### config.mk
export PLATFORM = sky130hd
export DESIGN_NAME = crc_checked_packet_deframer
export DESIGN_NICKNAME = d
export VERILOG_FILES = /design/src/crcdf_pkg.sv /design/src/crcdf_crc16.sv /design/src/crcdf_parser.sv /design/src/crc_checked_packet_deframer.sv
export VERILOG_INCLUDE_DIRS = /design/src /design/src/src
export SDC_FILE = /design/constraint.sdc
export NUM_CORES = 1
export LEC_CHECK = 0
export BUFFER_PORTS_ARGS = -buffer_cell sky130_fd_sc_hd__buf_2
export CAP_MARGIN = 20
export CORE_MARGIN = 2
export CORE_UTILIZATION = 60
export CTS_CLUSTER_SIZE = 40
export DETAILED_ROUTE_END_ITERATION = 8
export PLACE_DENSITY = 0.78
export SKIP_CTS_REPAIR_TIMING = 1
export SLEW_MARGIN = 20
export SYNTH_ARGS = -nofsm -noshare
export SYNTH_HDL_FRONTEND = slang
export SYNTH_SLANG_ARGS = --single-unit
### constraint.sdc
create_clock -name clk_i -period 3.5 [get_ports clk_i]
set_input_delay 0.35 -clock clk_i [delete_from_list [all_inputs] [get_ports clk_i]]
set_output_delay 0.35 -clock clk_i [all_outputs]
set_load 0.01 [all_outputs]
### src/crc_checked_packet_deframer_defines.svh
// ---------------------------------------------------------------------------
// CRC deframer assertion macros
// Shared concurrent assertion forms for the deframer blocks.
// ---------------------------------------------------------------------------
`ifndef CRC_CHECKED_PACKET_DEFRAMER_DEFINES_SVH
`define CRC_CHECKED_PACKET_DEFRAMER_DEFINES_SVH

// Same-cycle implication, checked outside reset.
`define CRCDF_ASSERT_SAME(label, clk, rst_n, ante, cons, msg) \
  label: assert property (@(posedge clk) disable iff (!rst_n) (ante) |-> (cons)) \
    else $error(msg);

// Next-cycle implication, checked outside reset.
`define CRCDF_ASSERT_NEXT(label, clk, rst_n, ante, cons, msg) \
  label: assert property (@(posedge clk) disable iff (!rst_n) (ante) |=> (cons)) \
    else $error(msg);

`endif

### src/crcdf_pkg.sv
// ---------------------------------------------------------------------------
// CRC deframer package
// Shared constants and the result beat layout.
// ---------------------------------------------------------------------------
package crcdf_pkg;

  localparam logic [7:0]  START_BYTE = 8'hA1;
  localparam logic [15:0] CRC_INIT   = 16'hFFFF;
  localparam logic [7:0]  LENGTH_CAP = 8'd200;

  typedef struct packed {
    logic       crc_ok;
    logic       end_of_frame;
    logic       has_data;
    logic [7:0] byte_index;
    logic [7:0] data_byte;
    logic [7:0] frame_length;
    logic [7:0] frame_type;
  } result_t;

endpackage

### src/crcdf_crc16.sv
// ---------------------------------------------------------------------------
// CRC-16 byte update
// One byte step of the reflected CRC-16 (poly 0x8408 form, table-free).
// ---------------------------------------------------------------------------
module crcdf_crc16 (
  input  logic [15:0] crc_i,
  input  logic [7:0]  byte_i,
  output logic [15:0] crc_o
);

  logic [7:0] x0;
  logic [7:0] x1;

  assign x0    = byte_i ^ crc_i[7:0];
  assign x1    = x0 ^ {x0[3:0], 4'b0000};
  assign crc_o = {x1, crc_i[15:8]} ^ {12'h000, x1[7:4]} ^ {5'b00000, x1, 3'b000};

endmodule

### src/crcdf_parser.sv
// ---------------------------------------------------------------------------
// Frame parser
// Header state machine, running CRC and per-byte result formation.
// ---------------------------------------------------------------------------
`include "crc_checked_packet_deframer_defines.svh"

module crcdf_parser
  import crcdf_pkg::*;
(
  input  logic       clk_i,
  input  logic       rst_ni,
  input  logic       fire_i,
  input  logic [7:0] byte_i,
  input  logic [7:0] limit_i,
  output logic       res_valid_o,
  output result_t    res_o
);

  typedef enum logic [2:0] {
    PH_IDLE,
    PH_TYPE,
    PH_LEN,
    PH_CRC_LO,
    PH_CRC_HI,
    PH_PAYLOAD
  } phase_e;

  phase_e      phase_q, phase_d;
  logic [7:0]  type_q, type_d;
  logic [7:0]  length_q, length_d;
  logic [15:0] rx_crc_q, rx_crc_d;
  logic [15:0] crc_q, crc_d;
  logic [7:0]  count_q, count_d;

  logic [15:0] crc_seed;
  logic [15:0] crc_next;
  logic [7:0]  count_inc;

  // The type byte restarts the CRC from its initial value.
  assign crc_seed  = (phase_q == PH_TYPE) ? CRC_INIT : crc_q;
  assign count_inc = count_q + 8'd1;

  crcdf_crc16 u_crc (
    .crc_i  (crc_seed),
    .byte_i (byte_i),
    .crc_o  (crc_next)
  );

  always_comb begin
    phase_d     = phase_q;
    type_d      = type_q;
    length_d    = length_q;
    rx_crc_d    = rx_crc_q;
    crc_d       = crc_q;
    count_d     = count_q;
    res_valid_o = 1'b0;
    res_o       = '0;
    res_o.frame_type   = type_q;
    res_o.frame_length = length_q;
    case (phase_q)
      PH_TYPE: begin
        type_d  = byte_i;
        crc_d   = crc_next;
        phase_d = PH_LEN;
      end
      PH_LEN: begin
        if (byte_i > limit_i) begin
          phase_d = PH_IDLE;
        end else begin
          length_d = byte_i;
          crc_d    = crc_next;
          phase_d  = PH_CRC_LO;
        end
      end
      PH_CRC_LO: begin
        rx_crc_d = {8'h00, byte_i};
        phase_d  = PH_CRC_HI;
      end
      PH_CRC_HI: begin
        rx_crc_d = {byte_i, rx_crc_q[7:0]};
        count_d  = 8'd0;
        if (length_q == 8'd0) begin
          phase_d            = PH_IDLE;
          res_valid_o        = 1'b1;
          res_o.end_of_frame = 1'b1;
          res_o.crc_ok       = (crc_q == {byte_i, rx_crc_q[7:0]});
        end else begin
          phase_d = PH_PAYLOAD;
        end
      end
      PH_PAYLOAD: begin
        crc_d            = crc_next;
        count_d          = count_inc;
        res_valid_o      = 1'b1;
        res_o.data_byte  = byte_i;
        res_o.byte_index = count_q;
        res_o.has_data   = 1'b1;
        if (count_inc == length_q) begin
          phase_d            = PH_IDLE;
          res_o.end_of_frame = 1'b1;
          res_o.crc_ok       = (crc_next == rx_crc_q);
        end
      end
      default: begin
        phase_d = (byte_i == START_BYTE) ? PH_TYPE : PH_IDLE;
      end
    endcase
  end

  always_ff @(posedge clk_i or negedge rst_ni) begin
    if (!rst_ni) begin
      phase_q  <= PH_IDLE;
      type_q   <= 8'd0;
      length_q <= 8'd0;
      rx_crc_q <= 16'd0;
      crc_q    <= CRC_INIT;
      count_q  <= 8'd0;
    end else if (fire_i) begin
      phase_q  <= phase_d;
      type_q   <= type_d;
      length_q <= length_d;
      rx_crc_q <= rx_crc_d;
      crc_q    <= crc_d;
      count_q  <= count_d;
    end
  end

  // Payload position never reaches the announced length.
  `CRCDF_ASSERT_SAME(a_index_in_frame, clk_i, rst_ni,
    phase_q == PH_PAYLOAD, count_q < length_q, "payload index past frame length")
  // A frame end without data only comes from an empty frame.
  `CRCDF_ASSERT_SAME(a_empty_end, clk_i, rst_ni,
    res_valid_o && !res_o.has_data, res_o.end_of_frame && length_q == 8'd0,
    "data-less result outside an empty frame")
  // A frame end always drops the parser back to hunting for a start byte.
  `CRCDF_ASSERT_NEXT(a_end_to_idle, clk_i, rst_ni,
    fire_i && res_valid_o && res_o.end_of_frame, phase_q == PH_IDLE,
    "parser not idle after frame end")

endmodule

### src/crc_checked_packet_deframer.sv
// An accepted byte waits in the input register until the output register has room, then its
// result beat is loaded into the output register. Throughput, while the consumer takes beats:
// one byte per cycle; the parser and CRC update are a single combinational step.
// Header bytes (bar an empty frame's end) and dropped frames give no beat; each payload byte one.
// Reset (rst_ni low, async): parser hunts for a start byte, CRC = 0xFFFF, max_length = 200,
// and both the input and output registers are emptied.
// ---------------------------------------------------------------------------
// CRC-checked packet deframer
// Cut-through deframer: start byte, type, length, CRC-16 (little endian),
// then payload. Each payload byte is forwarded at once; the frame-ending
// beat carries tlast and the CRC verdict, and the consumer discards
// frames whose verdict is bad.
// ---------------------------------------------------------------------------
module crc_checked_packet_deframer
  import crcdf_pkg::*;
(
  input  logic        clk_i,
  input  logic        rst_ni,
  // Configuration: max_length
  input  logic        cfg_valid_i,
  output logic        cfg_ready_o,
  input  logic [7:0]  cfg_data_i,
  // Receive byte stream
  input  logic        s_axis_tvalid_i,
  output logic        s_axis_tready_o,
  input  logic [7:0]  s_axis_tdata_i,   // [7:0] rx_byte
  // Result beats
  output logic        m_axis_tvalid_o,
  input  logic        m_axis_tready_i,
  output logic [31:0] m_axis_tdata_o,   // [7:0] frame_type, [15:8] frame_length,
                                        // [23:16] data_byte, [31:24] byte_index
  output logic        m_axis_tlast_o,   // end_of_frame
  output logic [1:0]  m_axis_tuser_o    // [0] has_data, [1] crc_ok
);

  logic [7:0] max_len_q;
  logic [7:0] limit;

  logic       in_vld_q;
  logic [7:0] in_byte_q;
  logic       out_vld_q;
  result_t    out_q;

  logic       proc_fire;
  logic       res_valid;
  result_t    res;

  // Config register: always ready; values above the cap behave as the cap.
  assign cfg_ready_o = 1'b1;
  assign limit       = (max_len_q > LENGTH_CAP) ? LENGTH_CAP : max_len_q;

  always_ff @(posedge clk_i or negedge rst_ni) begin
    if (!rst_ni) begin
      max_len_q <= LENGTH_CAP;
    end else if (cfg_valid_i && cfg_ready_o) begin
      max_len_q <= cfg_data_i;
    end
  end

  // Advance the held byte whenever the output register has room for its result.
  assign proc_fire       = in_vld_q && (!out_vld_q || m_axis_tready_i);
  assign s_axis_tready_o = !in_vld_q || proc_fire;

  // Input register: capture a beat, drop it once processed.
  always_ff @(posedge clk_i or negedge rst_ni) begin
    if (!rst_ni) begin
      in_vld_q <= 1'b0;
    end else if (s_axis_tvalid_i && s_axis_tready_o) begin
      in_vld_q <= 1'b1;
    end else if (proc_fire) begin
      in_vld_q <= 1'b0;
    end
  end

  always_ff @(posedge clk_i) begin
    if (s_axis_tvalid_i && s_axis_tready_o) begin
      in_byte_q <= s_axis_tdata_i;
    end
  end

  crcdf_parser u_parser (
    .clk_i       (clk_i),
    .rst_ni      (rst_ni),
    .fire_i      (proc_fire),
    .byte_i      (in_byte_q),
    .limit_i     (limit),
    .res_valid_o (res_valid),
    .res_o       (res)
  );

  // Output register: load on each processed byte (empty for header bytes),
  // otherwise clear once the consumer takes the beat.
  always_ff @(posedge clk_i or negedge rst_ni) begin
    if (!rst_ni) begin
      out_vld_q <= 1'b0;
    end else if (proc_fire) begin
      out_vld_q <= res_valid;
    end else if (m_axis_tready_i) begin
      out_vld_q <= 1'b0;
    end
  end

  always_ff @(posedge clk_i) begin
    if (proc_fire && res_valid) begin
      out_q <= res;
    end
  end

  assign m_axis_tvalid_o = out_vld_q;
  assign m_axis_tdata_o  = {out_q.byte_index, out_q.data_byte,
                            out_q.frame_length, out_q.frame_type};
  assign m_axis_tlast_o  = out_q.end_of_frame;
  assign m_axis_tuser_o  = {out_q.crc_ok, out_q.has_data};

endmodule
; ---- Yosys cells after proc, flatten, opt, wreduce, memory -nomap -nowiden
; Cells that the tools add are included.
[word_totals]
reg_bits = 112
out_inout_bits = 38
[classes]
n_mux = 21
eq_ne = 11
addsub = 1
bitwise = 6
order_cmp = 2
reduce_logical = 21
[op_table]
columns = op, n
row1 = $pmux W16 S2, 2
row2 = $eq A16 B16 Y1, 2
row3 = $mux W16, 2
row4 = $mux W17, 1
row5 = $pmux W8 S2, 1
row6 = $xor A16 B11 Y16, 1
row7 = $xor A16 B4 Y16, 1
row8 = $xor A8 B8 Y8, 2
row9 = $pmux W3 S5, 1
row10 = $reduce_bool A2 Y1, 5
row11 = $reduce_and A3 Y1, 3
row12 = $add A8 B1 Y8 const B, 1
row13 = $eq A8 B8 Y1, 1
row14 = $eq A8 B8 Y1 const B, 1
row15 = $gt A8 B8 Y1, 1
row16 = $gt A8 B8 Y1 const B, 1
row17 = $logic_not A8 Y1, 1
row18 = $mux W8, 1
row19 = $reduce_and A2 Y1, 4
row20 = $eq A3 B2 Y1 const B, 2
row21 = $eq A3 B3 Y1 const B, 2
row22 = $mux W1, 6
row23 = $mux W2, 3
row24 = $mux W3, 2
row25 = other kinds (10), 15

; ---- Longest topological paths before layout
; Gate-level depths: netlist of run 1.
[logic_depth]
depth_word = 9
depth_mapped = 12

; ---- By module
; A second synthesis of run 1 with hierarchy kept.
[hier_totals]
hier_cells = 447
hier_area_um2 = 5621.6
[by_module_without_submodules]
columns = mod, cells_each, area_per_inst_um2, instances
row1 = crcdf_parser, 340, 3480.8, 1
row2 = crc_checked_packet_deframer, 83, 1769.2, 1
row3 = crcdf_crc16, 24, 371.6, 1

; ---- Worst setup path before layout of run 1
; OpenSTA, ideal clock, no wires.
[synth_timing]
kind = reg2reg
start = register max_len_q[0]
end = register u_parser.length_q[0]
synth_period_minus_slack_ns = 2.828
path_stages_with_launch = 10
slack_ns = 0.672
n_path_buf = 0
t_required_ns = 3.375
arrival_time_ns = 2.703
cell_sequence = dfrtp_1 o31a_1 o311ai_0 nor2b_1 ha_1 a21oi_1 o21a_1 o21ai_0 nor3_2 mux2_2
[synth_between]
elab_chain_cells = 5
[synth_lines]
columns = element, line
row1 = start: declaration, crc_checked_packet_deframer.sv:36  ; logic [7:0] max_len_q;
row2 = start signal: assignment, crc_checked_packet_deframer.sv:56  ; max_len_q <= cfg_data_i;
row3 = $gt A8 B8 Y1, crc_checked_packet_deframer.sv:50  ; assign limit = (max_len_q > LENGTH_CAP) ? LENGTH_CAP : max_len_q;
row4 = $mux W8 (*), crc_checked_packet_deframer.sv:50
row5 = $gt A8 B8 Y1 (*), crcdf_parser.sv:67  ; if (byte_i > limit_i) begin
row6 = $not A1 Y1 (no source line) (*), --
row7 = $reduce_and A3 Y1 (no source line) (*), --
row8 = end signal: assignment, crcdf_parser.sv:121  ; length_q <= length_d;
row9 = end: declaration, crcdf_parser.sv:30  ; logic [7:0] length_q, length_d;
; Mark *: on every way between the ends. The rest lies on a longest branch, timed or not.
; A chain may end at the register's enable or synchronous reset.

; ---- Worst setup path after layout of run 1
[layout_timing]
start = register max_len_q[1]
end = register u_parser.length_q[3]
; The elaborated chain is that of the path after synthesis.

==> results.toml, run 1 <==
[timing]
period_share = 0.905
tns_ns = 0
tightest_slew_ns = 0.913
finalSetupViolCount = 0
finalHoldViolCount = 0
drv_slew = 0
min_period_ns = 3.17
max_slew_margin = 0.389
skew_ns = 0.0162
layout_setup_ws_ns = 0.331
rsz0062_at_grt = "no"
max_freq_ghz = 0.316

[placed_design]
pre_cts_ws_ns = 0.159
dpl.hpwl_um = 9860
gp_congestion = 0.929
io_buffers = 57
dp_cells = 775
dpl_cell_area_um2 = 6550

[finish]
final_cell_count_no_fill = 792
fillCellCount = 800
diodes = 0
mostFrequentLayoutCells = "nand2_1, buf_2, xnor2_1, o21ai_0, dfrtp_1"
syn_to_final_growth_pct = 9.66
fin_area_um2 = 6770
layout-drive-gt1-share = 0.210
nets = 681
layout_commonest_cell = "nand2_1"
ff_latch_area_um2 = 3040
multi_input_area_um2 = 2900

[setup_path]
cp_cell_sequence = "o31a_1, o311ai_1, nor2b_1, ha_1, a21oi_1, o21a_1, o21ai_0, nor3_2, mux2_2"
crit_path_end_kind = "register"
crit_family = "compound AO/OA/AOI/OAI gates"
start_kind = "register"
r2r-end = "u_parser.length_q[3]"
r2r_start = "max_len_q[1]"
path_max_fanout = 9
cpPeakStageDelay_ns = 0.54
critical_path_class = "register to register"
reg2regPathDepth = 9
r2r_slack_ns = 0.33
critPathRequiredTime_ns = 3.76
path_buf_inv = 0
slowest_stage = "nor3_2"
worst_ep_arrival_time_ns = 3.43

[cts]
htreeDepth = 3
numCtsBuffers = 9
clock-sinks = 112
clock_path_buffers = 2
clk_pin_slew_ns = 0.11
cts_tree = "built"
clk_latency_ns = 0.38
root_buffer = "clkbuf_8"

[grt]
antenna_found_initial = 0
overflow = 0
grt_pass1_wl_um = 22500
grt_pass1_vias = 4449
grt_usage = 0.257
grt_max_degree = 32

[pwr]
finalPower_w = 0.00577
peakVddDrop_uv = 530
leakage_nw = 2.79
power_density_nw_per_um2 = 852

[worst_hold_path]
hp-class = "input pin to register"
hold_end = "in_byte_q[2]"
worstHoldPathCells = 1
min_from = "s_axis_tdata_i[2]"

[logic_synthesis]
synth_top_area_frac = 0.209
synth_area_leaders = "edfxtp_1, dfrtp_1, dfstp_2"
ys_seq_elements = 112
yosysWarnings = 0
seq_area_frac_synth = 0.492
syn_nets = 639
yosys.area.top_type = "edfxtp_1"
synthCells = 609
syn_area_um2 = 6180
synth_top_flop_cell = "dfrtp_1"
syn_avg_cell_area_um2 = 10.1
synth_edf_count = 43
async_flop_share = 0.616
synth.distinct_cells = 63

[run_status]
status = "finished clean"

[job]
maxCapViolCount = 0

[floorplan]
initial_core_util = 0.609
design.core.area_um2 = 10100
ios = 59
dieWidth_um = 105
rows = 37
dieArea_um2 = 11100
die_y_um = 105

[routing]
viasPerCell = 5.85
drt_wl_total_um = 13700
drtAntennaViolNets = 0
drtIter0Drc = 273
vias = 4633
drc = 0
firstDrtPassIters = 5
wl_per_cell_um = 17.3
-- cell usage after synthesis, drive strengths merged (4+ instances only) --
master  number
nand2       88
xnor2       58
o21ai       54
dfrtp       50
edfxtp      43
nor2        32
xor2        27
a21oi       25
buf         22
mux2        22
clkbuf      20
dfstp       19
and3        16
nand3       14
nand2b      13
ha           9
inv          9
mux2i        7
nor2b        7
and2         6
nand4        6
nor3         6
a211oi       4
nor3b        4
nor4         4
-- stage by stage --
stage          utilization  hold WS, ns
2_1_floorplan            -       0.0544
3_3_place_gp         0.646        0.335
3_5_place_dp         0.646        0.342
4_1_cts              0.667      -0.0731
5_1_grt              0.668        0.125
6_report             0.668        0.131
-- power breakdown --
group          switching (W)  internal (W)  leakage (nW)
logic                0.00143       0.00117          1.44
clock network       0.000469      0.000347         0.109
registers           0.000490       0.00186          1.23
total                0.00239       0.00338          2.79
-- sequential cells by signal, indices dropped and copies added, names as in the netlist --
signal / count
m_axis_tlast_o: 1
u_parser.count_q: 8
u_parser.crc_q: 16
u_parser.phase_q: 3
m_axis_tvalid_o: 1
in_byte_q: 8
u_parser.type_q: 8
u_parser.rx_crc_q: 16
max_len_q: 8
m_axis_tdata_o: 32
in_vld_q: 1
u_parser.length_q: 8
m_axis_tuser_o: 2
-- logic make-up after synthesis --
logic type | synth area share
and+or+nand+nor | 0.162
AOI/OAI and AO/OA | 0.113
DFF | 0.492
xor gates and xnor gates | 0.125
buffers and inverters | 0.0377
muxes | 0.0514
adders and majority gates | 0.0182
other | 0.000607
-- layout make-up --
cell class | instances | area share
Sequential cell | 112 | 0.449
Multi-Input combinational cell | 445 | 0.429
Timing Repair Buffer | 73 | 0.0602
Tap cell | 136 | 0.0251
Clock buffer | 9 | 0.0183
Clock inverter | 7 | 0.0131
Inverter | 10 | 0.00554
-- metal layers --
metal	up-vias	track usage	wire, um
li1	2204	-	-
met2	179	0.429	6730
met3	20	0.0328	820
met5	-	0	0
met4	0	0.0838	204
met1	2230	0.350	5960
-- worst max path at each step --
stage	depth (start not counted)	slack, ns	to	start
after global routing	9	0.14	u_parser.length_q[3]	max_len_q[1]
after detailed placement	11	0.16	u_parser.crc_q[8]	max_len_q[0]
after floorplan	9	0.67	u_parser.length_q[0]	max_len_q[0]
after global placement	9	0.42	u_parser.crc_q[15]	max_len_q[0]
final	9	0.33	u_parser.length_q[3]	max_len_q[1]
after CTS	11	0.12	u_parser.crc_q[8]	max_len_q[1]
Note: power is estimated with default switching activity, not from simulation.
==> run 2: changes to the inputs <==
- GPL_TIMING_DRIVEN: default -> 0
- SKIP_CTS_REPAIR_TIMING: 1 -> default
==> run 2 against run 1 <==
Final area is 1.9% higher. Worst hold slack better by 0.011 ns. Fmax is 2.1% lower. Clock-buffer cell count is 3 higher. Sequential cell count stayed put. Clock power is 5.0% higher. Clock skew is 0.0031 ns higher. Critical path depth is 1 higher. Core utilization is 1.3 points higher. Critical endpoint is now u_parser.crc_q[0]. Highest routed layer unchanged.
==> results.toml, run 2 (synthesis gave the netlist of run 1 again) <==
[run_status]
status = "finished clean"

[routing]
viasPerCell = 5.91
drt_wl_total_um = 14000
wl_per_cell_um = 17.1
vias = 4841
drc = 0
drtAntennaViolNets = 0
firstDrtPassIters = 5
drtIter0Drc = 436

[timing]
layout_setup_ws_ns = 0.263
max_freq_ghz = 0.309
tightest_slew_ns = 0.779
finalHoldViolCount = 0
max_slew_margin = 0.481
drv_slew = 0
skew_ns = 0.0194
tns_ns = 0
rsz0062_at_grt = "no"
min_period_ns = 3.24
whs_ns = 0.143
period_share = 0.925
finalSetupViolCount = 0

[finish]
layout_commonest_cell = "nand2_1"
diodes = 0
layout-drive-gt1-share = 0.202
syn_to_final_growth_pct = 11.8
final_util = 0.681
nets = 708
largest_reg_flops = 32
fillCellCount = 750
mostFrequentLayoutCells = "nand2_1, buf_2, xnor2_1, o21ai_0, dfrtp_1"

[worst_hold_path]
hp-class = "input pin to register"

[grt]
overflow = 0
grt_max_degree = 51
antenna_found_initial = 0
grt_pass1_vias = 4627
grt_usage = 0.264
grt_pass1_wl_um = 23000

[placed_design]
pre_cts_ws_ns = 0.175
gp_congestion = 0.947
dpl.hpwl_um = 10000
io_buffers = 56

[floorplan]
design.core.area_um2 = 10100
rows = 37
initial_core_util = 0.609
dieArea_um2 = 11100
die_y_um = 105
ios = 59
dieWidth_um = 105

[pwr]
peakVddDrop_uv = 368
leakage_nw = 2.83
finalPower_w = 0.00591
power_density_nw_per_um2 = 855

[job]
maxCapViolCount = 0

[cts]
post_cts_buffers = 0
clock_path_buffers = 2
clock-sinks = 112
root_buffer = "clkbuf_8"
cts_tree = "built"
htreeDepth = 3
clk_pin_slew_ns = 0.11
numCtsBuffers = 9
clk_latency_ns = 0.38

[setup_path]
crit_path_end_kind = "register"
critical_path_class = "register to register"
path_max_fanout = 10
critPathRequiredTime_ns = 3.82
worst_ep_arrival_time_ns = 3.56
start_kind = "register"
[run 2: cell type report]
cell class	count	area, um2	share of cell area
Clock inverter	4	76.3	0.0111
Timing Repair Buffer	58	320	0.0464
Buffer	42	195	0.0283
Multi-Input combinational cell	445	2920	0.423
Tap cell	136	170	0.0246
Clock buffer	12	145	0.0210
Sequential cell	112	3040	0.440
Inverter	10	37.5	0.00544
[run 2: final timing paths]
path                       cells past startpoint             endpoint          startpoint  slack [ns]
setup / recovery                              10    u_parser.crc_q[0]        in_byte_q[0]        0.26
hold / removal                                 1         in_byte_q[2]   s_axis_tdata_i[2]        0.14
setup reg to reg                              10    u_parser.crc_q[0]        in_byte_q[0]        0.26
hold reg to reg                                0    m_axis_tdata_o[2]  u_parser.type_q[2]        0.45
max in group asynchronous                      3    u_parser.crc_q[1]              rst_ni        2.51
min in group asynchronous                      2  u_parser.count_q[0]              rst_ni        0.39
[run 2: critical path: stages (launching register included)]
cell	delay (ns)
edfxtp_1	0.33
buf_2	0.27
clkinv_1	0.46
ha_1	0.46
nand4_1	0.12
o21ai_0	0.31
o2111ai_1	0.29
a21o_1	0.33
clkbuf_1	0.25
o31ai_1	0.26
a21oi_1	0.10
[run 2: power by group]
part / switching, W / leakage [nW] / total [W] / internal [W]
logic: 0.00166 / 1.48 / 0.00287 / 0.00121
registers: 0.000322 / 1.23 / 0.00218 / 0.00186
clock network: 0.000431 / 0.107 / 0.000857 / 0.000427
total: 0.00241 / 2.83 / 0.00591 / 0.00349
[run 2: per-stage QoR]
step	instances	cell area (um2)
floorplan	609	6180
detailed placement	802	6660
global route	819	6910
global placement	801	6630
CTS	819	6890
finish	819	6910
[run 2: timing repair]
| action | CTS | global route |
|---|---|---|
| resized for setup | 0 | 3 |
| setup endpoints to repair | 0 | 23 |
| hold endpoints to repair | 16 | 0 |
| hold buffers | 1 | 0 |
[run 2: metal layers]
metal,vias up,part of all wire,GRT usage
li1,2251,-,-
met1,2317,0.43,0.366
met2,229,0.47,0.418
met3,44,0.065,0.0402
met4,0,0.029,0.110
met5,-,0,0
